==> src/sv/srrt_pkg.sv <==
package srrt_pkg;

  // Field widths fixed by the item and register layout
  localparam int CurW  = 16;
  localparam int TimeW = 32;
  localparam int PctW  = 8;
  localparam int StepW = 15;
  localparam int CntW  = 8;
  localparam int ProdW = 25;
  localparam int CmpW  = CurW + 1;

  localparam int InDataW  = 64;
  localparam int OutDataW = 56;

  // Threshold handling
  localparam logic [PctW-1:0]      PCT_FALLBACK = 8'd90;
  localparam logic [PctW-1:0]      PCT_LIMIT    = 8'd200;
  localparam logic signed [ProdW-1:0] MEAS_SCALE = 25'sd100;

  // Register indexes on the configuration port
  typedef enum logic [1:0] {
    CFG_FRACTION = 2'd0,
    CFG_MIN_STEP = 2'd1,
    CFG_TIMEOUT  = 2'd2,
    CFG_CONFIRM  = 2'd3
  } cfg_idx_t;

  // Tracker phase, one-hot
  typedef enum logic [3:0] {
    PH_IDLE    = 4'b0001,
    PH_WAIT    = 4'b0010,
    PH_DONE    = 4'b0100,
    PH_TIMEOUT = 4'b1000
  } phase_t;

  // Reported track_state codes
  localparam logic [1:0] TRACK_IDLE    = 2'd0;
  localparam logic [1:0] TRACK_WAIT    = 2'd1;
  localparam logic [1:0] TRACK_DONE    = 2'd2;
  localparam logic [1:0] TRACK_TIMEOUT = 2'd3;

  typedef struct packed {
    logic [PctW-1:0]  fraction_percent;
    logic [StepW-1:0] min_step_ma;
    logic [TimeW-1:0] timeout_us;
    logic [CntW-1:0]  confirm_ticks;
  } cfg_t;

  localparam cfg_t CFG_RESET = '{
    fraction_percent: 8'd75,
    min_step_ma:      15'd100,
    timeout_us:       32'd1000000,
    confirm_ticks:    8'd3
  };

  typedef struct packed {
    logic                    restart;
    logic signed [CurW-1:0]  reference_ma;
    logic signed [CurW-1:0]  measured_ma;
    logic [TimeW-1:0]        timestamp_us;
  } item_t;

  typedef struct packed {
    phase_t                  phase;
    logic                    armed;
    logic signed [CurW-1:0]  target_store;
    logic [TimeW-1:0]        start_time;
    logic [TimeW-1:0]        first_cross_time;
    logic [CntW-1:0]         cross_count;
    logic signed [CurW-1:0]  shown_target;
    logic [TimeW-1:0]        shown_time;
  } track_state_t;

  localparam track_state_t TRACK_RESET = '{
    phase:            PH_IDLE,
    armed:            1'b1,
    target_store:     '0,
    start_time:       '0,
    first_cross_time: '0,
    cross_count:      '0,
    shown_target:     '0,
    shown_time:       '1
  };

  // Map the one-hot phase to its reported code
  function automatic logic [1:0] phase_code(input phase_t p);
    logic [1:0] code;
    unique case (p)
      PH_IDLE:    code = TRACK_IDLE;
      PH_WAIT:    code = TRACK_WAIT;
      PH_DONE:    code = TRACK_DONE;
      PH_TIMEOUT: code = TRACK_TIMEOUT;
      default:    code = TRACK_IDLE;
    endcase
    return code;
  endfunction

endpackage

==> src/sv/srrt_cfg.sv <==
module srrt_cfg (
  input  logic               clk,
  input  logic               rst_n,
  input  logic               wr_en,
  input  logic [1:0]         wr_index,
  input  logic [31:0]        wr_data,
  output srrt_pkg::cfg_t     cfg
);
  import srrt_pkg::*;

  cfg_t cfg_r;
  cfg_t cfg_nxt;

  // Decode the register index and replace that field
  always_comb begin
    cfg_nxt = cfg_r;
    if (wr_en) begin
      unique case (cfg_idx_t'(wr_index))
        CFG_FRACTION: cfg_nxt.fraction_percent = wr_data[PctW-1:0];
        CFG_MIN_STEP: cfg_nxt.min_step_ma      = wr_data[StepW-1:0];
        CFG_TIMEOUT:  cfg_nxt.timeout_us       = wr_data[TimeW-1:0];
        CFG_CONFIRM:  cfg_nxt.confirm_ticks    = wr_data[CntW-1:0];
        default:      cfg_nxt = cfg_r;
      endcase
    end
  end

  always_ff @(posedge clk) begin
    if (!rst_n) begin
      cfg_r <= CFG_RESET;
    end else begin
      cfg_r <= cfg_nxt;
    end
  end

  assign cfg = cfg_r;

endmodule

==> src/sv/srrt_step.sv <==
module srrt_step (
  input  srrt_pkg::cfg_t         cfg,
  input  srrt_pkg::item_t        item,
  input  srrt_pkg::track_state_t st,
  output srrt_pkg::track_state_t st_nxt
);
  import srrt_pkg::*;

  track_state_t              cur;
  logic [PctW-1:0]           pct_eff;
  logic signed [ProdW-1:0]   lhs;
  logic signed [ProdW-1:0]   rhs;
  logic                      crossed;
  logic [TimeW-1:0]          elapsed;
  logic                      expired;
  logic signed [CmpW-1:0]    ref_ext;
  logic signed [CmpW-1:0]    min_ext;
  logic                      big_step;
  logic [CntW-1:0]           cnt_inc;
  logic [TimeW-1:0]          first_nxt;

  // Restart wipes the tracker before this tick is evaluated
  assign cur = item.restart ? TRACK_RESET : st;

  // Zero or above-limit percent falls back to the PCT_FALLBACK threshold
  assign pct_eff = (cfg.fraction_percent == '0 || cfg.fraction_percent > PCT_LIMIT) ?
                   PCT_FALLBACK : cfg.fraction_percent;

  // Integer crossing test, direction follows the sign of the target
  assign lhs = ProdW'(item.measured_ma) * MEAS_SCALE;
  assign rhs = ProdW'(cur.target_store) * $signed({{(ProdW-PctW){1'b0}}, pct_eff});
  assign crossed = cur.target_store[CurW-1] ? (lhs <= rhs) : (lhs >= rhs);

  // Modulo-2^32 elapsed time since the start
  assign elapsed = item.timestamp_us - cur.start_time;
  assign expired = elapsed >= cfg.timeout_us;

  // Step magnitude check against the minimum
  assign ref_ext  = CmpW'(item.reference_ma);
  assign min_ext  = $signed({2'b00, cfg.min_step_ma});
  assign big_step = (ref_ext >= min_ext) || (ref_ext <= -min_ext);

  assign cnt_inc   = cur.cross_count + 1'b1;
  assign first_nxt = (cur.cross_count == '0) ? item.timestamp_us : cur.first_cross_time;

  always_comb begin
    st_nxt = cur;
    if (cur.phase == PH_WAIT) begin
      if (expired) begin
        st_nxt.phase      = PH_TIMEOUT;
        st_nxt.shown_time = '1;
      end else if (crossed) begin
        st_nxt.first_cross_time = first_nxt;
        st_nxt.cross_count      = cnt_inc;
        if (cnt_inc >= cfg.confirm_ticks) begin
          st_nxt.phase      = PH_DONE;
          st_nxt.shown_time = first_nxt;
        end
      end else begin
        st_nxt.cross_count      = '0;
        st_nxt.first_cross_time = '0;
      end
    end else if (cur.armed && big_step) begin
      st_nxt.phase            = PH_WAIT;
      st_nxt.armed            = 1'b0;
      st_nxt.target_store     = item.reference_ma;
      st_nxt.start_time       = item.timestamp_us;
      st_nxt.first_cross_time = '0;
      st_nxt.cross_count      = '0;
      st_nxt.shown_time       = '0;
      st_nxt.shown_target     = item.reference_ma;
    end
  end

endmodule

==> src/sv/step_response_rise_time_tracker.sv <==
// Channel | Direction | Ports                         | Contents
// --------+-----------+-------------------------------+-----------------------------------
// in      | sink      | in_tvalid/tready/tdata/tuser  | one control-loop sample per transfer
// out     | source    | out_tvalid/tready/tdata       | tracker status after each sample
// cfg     | sink      | cfg_valid/ready/index/data    | register writes, always ready
//
// One sample per cycle is sustained while out_tready stays high.
// The input register feeds the tracker update, which writes state and result together.
// rst_n (synchronous, active low) restores register defaults and the idle, armed tracker.
// A stalled result holds in the output register while the input register still takes one
// more sample; after that in_tready drops until out_tready returns.
module step_response_rise_time_tracker (
  input  logic                         clk,
  input  logic                         rst_n,
  input  logic                         in_tvalid,
  output logic                         in_tready,
  // [15:0] reference_ma, [31:16] measured_ma, [63:32] timestamp_us
  input  logic [srrt_pkg::InDataW-1:0] in_tdata,
  // [0] restart
  input  logic                         in_tuser,
  output logic                         out_tvalid,
  input  logic                         out_tready,
  // [1:0] track_state, [17:2] step_target_ma, [49:18] rise_time_us, [55:50] zero
  output logic [srrt_pkg::OutDataW-1:0] out_tdata,
  input  logic                         cfg_valid,
  output logic                         cfg_ready,
  input  logic [1:0]                   cfg_index,
  input  logic [31:0]                  cfg_data
);
  import srrt_pkg::*;

  cfg_t         cfg;
  item_t        item_r;
  logic         in_vld_r;
  logic         in_vld_nxt;
  logic         in_take;
  logic         adv;
  track_state_t st_r;
  track_state_t st_nxt;
  logic         out_vld_r;
  logic         out_vld_nxt;
  logic [1:0]              res_state_r;
  logic signed [CurW-1:0]  res_target_r;
  logic [TimeW-1:0]        res_time_r;

  assign cfg_ready = 1'b1;

  srrt_cfg u_cfg (
    .clk      (clk),
    .rst_n    (rst_n),
    .wr_en    (cfg_valid),
    .wr_index (cfg_index),
    .wr_data  (cfg_data),
    .cfg      (cfg)
  );

  // Advance the held sample whenever the output register is free or draining
  assign adv       = in_vld_r && (!out_vld_r || out_tready);
  assign in_tready = !in_vld_r || adv;
  assign in_take   = in_tvalid && in_tready;

  always_comb begin
    in_vld_nxt = in_vld_r;
    if (in_take) begin
      in_vld_nxt = 1'b1;
    end else if (adv) begin
      in_vld_nxt = 1'b0;
    end
  end

  always_comb begin
    out_vld_nxt = out_vld_r;
    if (adv) begin
      out_vld_nxt = 1'b1;
    end else if (out_tready) begin
      out_vld_nxt = 1'b0;
    end
  end

  // Capture the incoming sample
  always_ff @(posedge clk) begin
    if (in_take) begin
      item_r.restart      <= in_tuser;
      item_r.reference_ma <= in_tdata[15:0];
      item_r.measured_ma  <= in_tdata[31:16];
      item_r.timestamp_us <= in_tdata[63:32];
    end
  end

  srrt_step u_step (
    .cfg    (cfg),
    .item   (item_r),
    .st     (st_r),
    .st_nxt (st_nxt)
  );

  // Commit tracker state and handshake flags
  always_ff @(posedge clk) begin
    if (!rst_n) begin
      in_vld_r  <= 1'b0;
      out_vld_r <= 1'b0;
      st_r      <= TRACK_RESET;
    end else begin
      in_vld_r  <= in_vld_nxt;
      out_vld_r <= out_vld_nxt;
      if (adv) begin
        st_r <= st_nxt;
      end
    end
  end

  // Result register
  always_ff @(posedge clk) begin
    if (adv) begin
      res_state_r  <= phase_code(st_nxt.phase);
      res_target_r <= st_nxt.shown_target;
      res_time_r   <= st_nxt.shown_time;
    end
  end

  assign out_tvalid = out_vld_r;
  assign out_tdata  = {{(OutDataW - 2 - CurW - TimeW){1'b0}}, res_time_r, res_target_r,
                       res_state_r};

endmodule

==> config.mk <==
export PLATFORM = sky130hd
export DESIGN_NAME = step_response_rise_time_tracker
export DESIGN_NICKNAME = d
export VERILOG_FILES = /design/src/sv/srrt_pkg.sv /design/src/sv/srrt_cfg.sv /design/src/sv/srrt_step.sv /design/src/sv/step_response_rise_time_tracker.sv
export SDC_FILE = /design/constraint.sdc
export NUM_CORES = 1
export LEC_CHECK = 0
export ABC_AREA = 1
export BUFFER_PORTS_ARGS = -buffer_cell sky130_fd_sc_hd__buf_2
export CORE_UTILIZATION = 50
export DETAILED_ROUTE_END_ITERATION = 7
export HOLD_SLACK_MARGIN = 0.05
export MAX_ROUTING_LAYER = met4
export PLACE_DENSITY = 0.77
export SKIP_LAST_GASP = 1
export SLEW_MARGIN = 20
export SYNTH_ARGS = -nofsm -noshare
export SYNTH_HDL_FRONTEND = slang
export SYNTH_SLANG_ARGS = --single-unit
==> constraint.sdc <==
create_clock -name clk -period 6.35 [get_ports clk]
set_input_delay 0.635 -clock clk [delete_from_list [all_inputs] [get_ports clk]]
set_output_delay 0.635 -clock clk [all_outputs]
set_load 0.005 [all_outputs]
# Word-level counts from Yosys, hierarchy flattened
# Index checks and enable logic that the tools add are counted.
classes:
  add_sub_neg: 3
  n_mul: 2
  eq_ne: 7
  reduce_logical: 18
  mux: 23
  n_lt_le_gt_ge: 7
ops:
  columns: ["op", "n"]
  rows:
  - ["$mux 141", 2]
  - ["$mux 32", 5]
  - ["$mux 40", 3]
  - ["$mux 49", 1]
  - ["$ge 32x32->1", 1]
  - ["$sub 32x32->32", 1]
  - ["$ge 25x25->1", 1]
  - ["$le 25x25->1", 1]
  - ["$mul 16x9->25", 1]
  - ["$mul 16x6->22 const B", 1]
  - ["$le 16x17->1", 1]
  - ["$neg 15->17", 1]
  - ["$ge 16x16->1", 1]
  - ["$logic_not 8->1", 2]
  - ["$mux 16", 1]
  - ["$mux 4", 4]
  - ["$add 8x1->8 const B", 1]
  - ["$eq 4x2->1 const B", 2]
  - ["$ge 8x8->1", 1]
  - ["$gt 8x8->1 const B", 1]
  - ["$mux 8", 1]
  - ["$reduce_and 2->1", 4]
  - ["$pmux 2 s3", 1]
  - ["$mux 1", 5]
  - ["other kinds (9)", 17]
totals:
  reg_bits: 321
  out_inout_bits: 59

# Longest topological paths before layout
depth:
  ltp_word: 11
  ltp_mapped: 46
  ltp_nobuf: 44

# Hierarchy
# From an unflattened synthesis, not the netlist that was laid out.
unflattened:
  hier_cells: 3798
  hier_area_um2: 27128.5
by_module_without_submodules:
  columns: ["mod", "n_inst", "area_each_um2", "cells_per_inst"]
  rows:
  - ["srrt_step", 1, 14936.8, 2425]
  - ["step_response_rise_time_tracker", 1, 9648.0, 996]
  - ["srrt_cfg", 1, 2543.7, 377]

# Worst setup path before layout
# OpenSTA, ideal clock, no wires.
synth_timing:
  kind: "reg2reg"
  from: "register item_r[64] (netlist bit)"
  to: "register res_time_r[31] (data pin)"
  setup_slack_ps: -516
  t_arrival_ps: 6611
  synth_period_minus_slack_ps: 6866
  path_buffers: 4
  path_stages_with_launch: 39
  path_cell_list: "edfxtp_1 -> buf_6 -> clkbuf_1 -> clkbuf_1 -> nor2_1 -> nand2_1 -> fa_1 -> inv_1 -> fa_1 -> inv_1 -> fa_1 -> fa_1 -> inv_1 -> ha_1 -> nand2_1 -> inv_1 -> nand3_1 -> nor3_1 -> (+3 left out) -> a21boi_0 -> o21ai_0 -> xnor2_1 -> ha_1 -> nand2_1 -> o21ai_0 -> nand2_1 -> nand2_1 -> a21oi_1 -> nand2_1 -> nand2_1 -> nand2_1 -> nand2_2 -> nand2_2 -> buf_4 -> nand2_1 -> nand3_1 -> and2_1"
synth_lines:
  columns: ["element", "line", "source"]
  rows:
  - ["start, declared", "step_response_rise_time_tracker.sv:33", "item_t item_r;"]
  - ["end signal, assigned", "step_response_rise_time_tracker.sv:117", "res_time_r <= st_nxt.shown_time;"]
  - ["end, declared", "step_response_rise_time_tracker.sv:44", "logic [TimeW-1:0] res_time_r;"]

==> reports/summary.txt <==
Total wire length - 74,400 um
Number of global-route vias before repair - 22,700
Root Buffer - clkbuf_16
R2R setup slack - -0.70 ns
Maxcap violations - 0
Antenna-violating nets left - 0
Cts bufs inserted - 38
Cell with the most instances after synthesis - nand2_1
Status - complete, but fails checks
Drt pass-1 iters - 6
Sw Pwr - 2.85 mW
Layout Nets - 4,169
Crit path buf inv count - 40
Switching share of power - 36.6%
Syn. warnings - 0
RSZ-0062 raised after global routing - true
Skew final - 0.0274 ns
Slowest Stage Delay on Critical Path - 0.36 ns
Design Area, Final - 0.0311 sq mm
Sequential share of power - 30.2%
Crit-path leading delay family - buffers and inverters
Final setup vio count - 108
Endpoints failing hold - 0
IO Pins - 163
Layout Area Growth over Synthesis - 22.7%
Clock-pin slew on the worst setup and hold paths - 0.07 ns
CP required - 6.67 ns
Fin util - 62.1%
Power per cell area - 251 mW/mm^2
Peak VDD IR - 0.201 mV
Internal cell power - 4.94 mW
Area leader, netlist - dfxtp_1
Syn_area_per_cell - 7.42 sq um
Register bit count reported by yosys - 321
Clk pwr share - 29.7%
Fmax - 0.142 GHz
Fillers - 4,269
Largest net degree at the start of global routing - 113
Startpoint types - register
CP dominant cell by count - buf_4
Vias - 24,200
RR Startpoint - u_cfg.cfg[60]
Hold EP - item_r[41]
First-pass GRT wire length - 117,000 um
GPL Wtd Cong - 0.987
Mapped cell area - 0.0253 sq mm
P_leak - 14.8 nW
Post-Place Cell Area - 0.0280 sq mm
# DRC - 0
CTS max path bufs - 3
Yosys top cell area share - 16.3%
Top cells by area, synth - dfxtp_1 (16%), edfxtp_1 (14%), nand2_1 (11%)
Hold-fix buffers at CTS - 0
Reg2reg end - res_time_r[30]
Share of post-route cells with drive strength above 1 - 20.6%
PortBufs - 155
Worst Slack Setup Final - -0.701 ns
Overflow after GRT - 0
Multi-input logic area - 0.0161 sq mm
Iteration-0 DRC Markers - 2,435
DIE WIDTH - 227 um
CP arrival - 7.37 ns
Ys flop type - dfxtp_1
FF+latch area - 0.00759 sq mm
Via-to-Cell Ratio - 5.47
Crit share post-route - 111%
Worst Hold Class - in2reg
Worst-margin pin slew - 1.12 ns
Starting Density - 50.6%
Max-slew violation count - 0
Die H - 227 um
CP Max Fanout - 6
Hold_sp - in_tdata[25]
Final hold slack - 0.220 ns
WHS Path Cells - 1
CTS tree - yes
Gr usage total - 29.2%
Initial antenna violation count - 1
Combinational share of power - 40.1%
WL/cell - 16.8 um
Synth cell types - 55
Final min period - 7.05 ns
Post-Synthesis Cells - 3,411
H-tree Lvls - 2
Clock Sinks - 321
Crit Path Category - reg2reg
Die ar. - 0.0515 sq mm
Failing checks - setup timing
Setup crit end kind - register
Worst-Skew Late Latency - 0.59 ns
Commonest cells post-synth - nand2_1 (765), inv_1 (563), a21oi_1 (340)
Async SR Flop Fraction - 0%
Post-synthesis sequential area ratio - 29.9%
Slowest CP cell - dfxtp_4
Fin Setup TNS - -59.56 ns
Row count - 82
Number of synthesized flops with an enable pin - 115
FF-to-FF path depth - 54
Worst slew margin - 25.6%
Core area - 0.0501 sq mm
Final HPWL DP - 50,800 um
-- final cells by class --
class	instances	share of cell area, %
sequential	321	24.4
clock inverter	15	0.652
clock buffer	53	3.47
multi-input combinational	2370	51.9
timing repair buffer	417	9.93
tap	672	2.71
antenna	1	0.00805
inverter	572	6.97
-- routing by layer --
| layer | vias up | GRT usage, % | wire (um) |
|---|---|---|---|
| met2 | 1057 | 44.4 | 33400 |
| met4 | 0 | 9.57 | 2200 |
| met5 | - | - | 0 |
| li1 | 11600 | - | - |
| met3 | 185 | 3.91 | 5850 |
| met1 | 11300 | 40.3 | 32900 |
-- power by group through the flow --
stage,Sequential [mW],Combinational (mW),Clock (mW)
2_1_floorplan,2.37,1.75,0
3_3_place_gp,2.39,2.42,0
3_5_place_dp,2.39,2.46,0
4_1_cts,2.35,2.82,2.34
5_1_grt,2.36,3.44,2.41
6_report,2.35,3.13,2.31
-- cells in the final DEF (no fill, tap or decap), drive strengths merged, types with 21 or more instances in the layout --
cell	instances
inv	573
a21oi	340
and2	32
ha	228
buf	415
edfxtp	115
fa	117
nand3	206
nand2	771
o21ai	215
or2	31
nor2	172
xor2	59
dfxtp	206
xnor2	30
a31oi	42
o211ai	21
clkbuf	55
nor3	30
-- cell families after synthesis --
| group | after synthesis | synth area share [%] |
|---|---|---|
| other | 2 | 0.0297 |
| buffers and inverters | 726 | 11.3 |
| AOI/OAI and AO/OA | 650 | 13.7 |
| muxes | 1 | 0.0445 |
| xor gates and xnor gates | 89 | 3.08 |
| and+or+nand+nor | 1277 | 21.4 |
| adders and majority gates | 345 | 20.5 |
| DFF | 321 | 29.9 |
-- state kept, by name, summed over array words and instances (netlist names) --
signal and count:
out_tvalid 1, st_r 141, res_target_r 16, u_cfg.cfg 63
item_r 65, in_vld_r 1, res_state_r 2, res_time_r 32
-- worst register-to-register path: cells and delay by family, from the launching register on --
| family | cells | cell delay [ns] |
|---|---|---|
| buffers and inverters | 40 | 4.94 |
| flip-flops | 1 | 0.36 |
| AND/OR/NAND/NOR | 14 | 1.49 |
-- per-stage QoR --
stage	total power, mW	cells	setup WS (ns)
final	7.79	4421	-0.701
after global routing	8.21	4421	-0.998
after CTS	7.50	4408	-0.450
after detailed placement	4.85	4271	-0.735
after global placement	4.81	4271	-0.673
after floorplan	4.12	3416	-0.0651
-- how the worst max path moves through the flow --
| stage | from | to | slack [ns] | cells past startpoint |
|---|---|---|---|---|
| floorplan | u_cfg.cfg[60] | res_time_r[31] | -0.07 | 37 |
| global placement | u_cfg.cfg[60] | res_time_r[22] | -0.67 | 36 |
| detailed placement | u_cfg.cfg[60] | res_time_r[18] | -0.73 | 42 |
| CTS | u_cfg.cfg[60] | res_time_r[18] | -0.45 | 42 |
| global route | u_cfg.cfg[55] | res_time_r[30] | -1.0 | 41 |
| finish | u_cfg.cfg[60] | res_time_r[30] | -0.70 | 54 |
-- repair_timing --
item	CTS	global route
pin swaps	60	57
setup buffers	66	12
gates cloned	6	2
setup endpoints to repair	108	108
gates resized for setup	112	147
No activity file was read; power rests on OpenSTA's default activity.
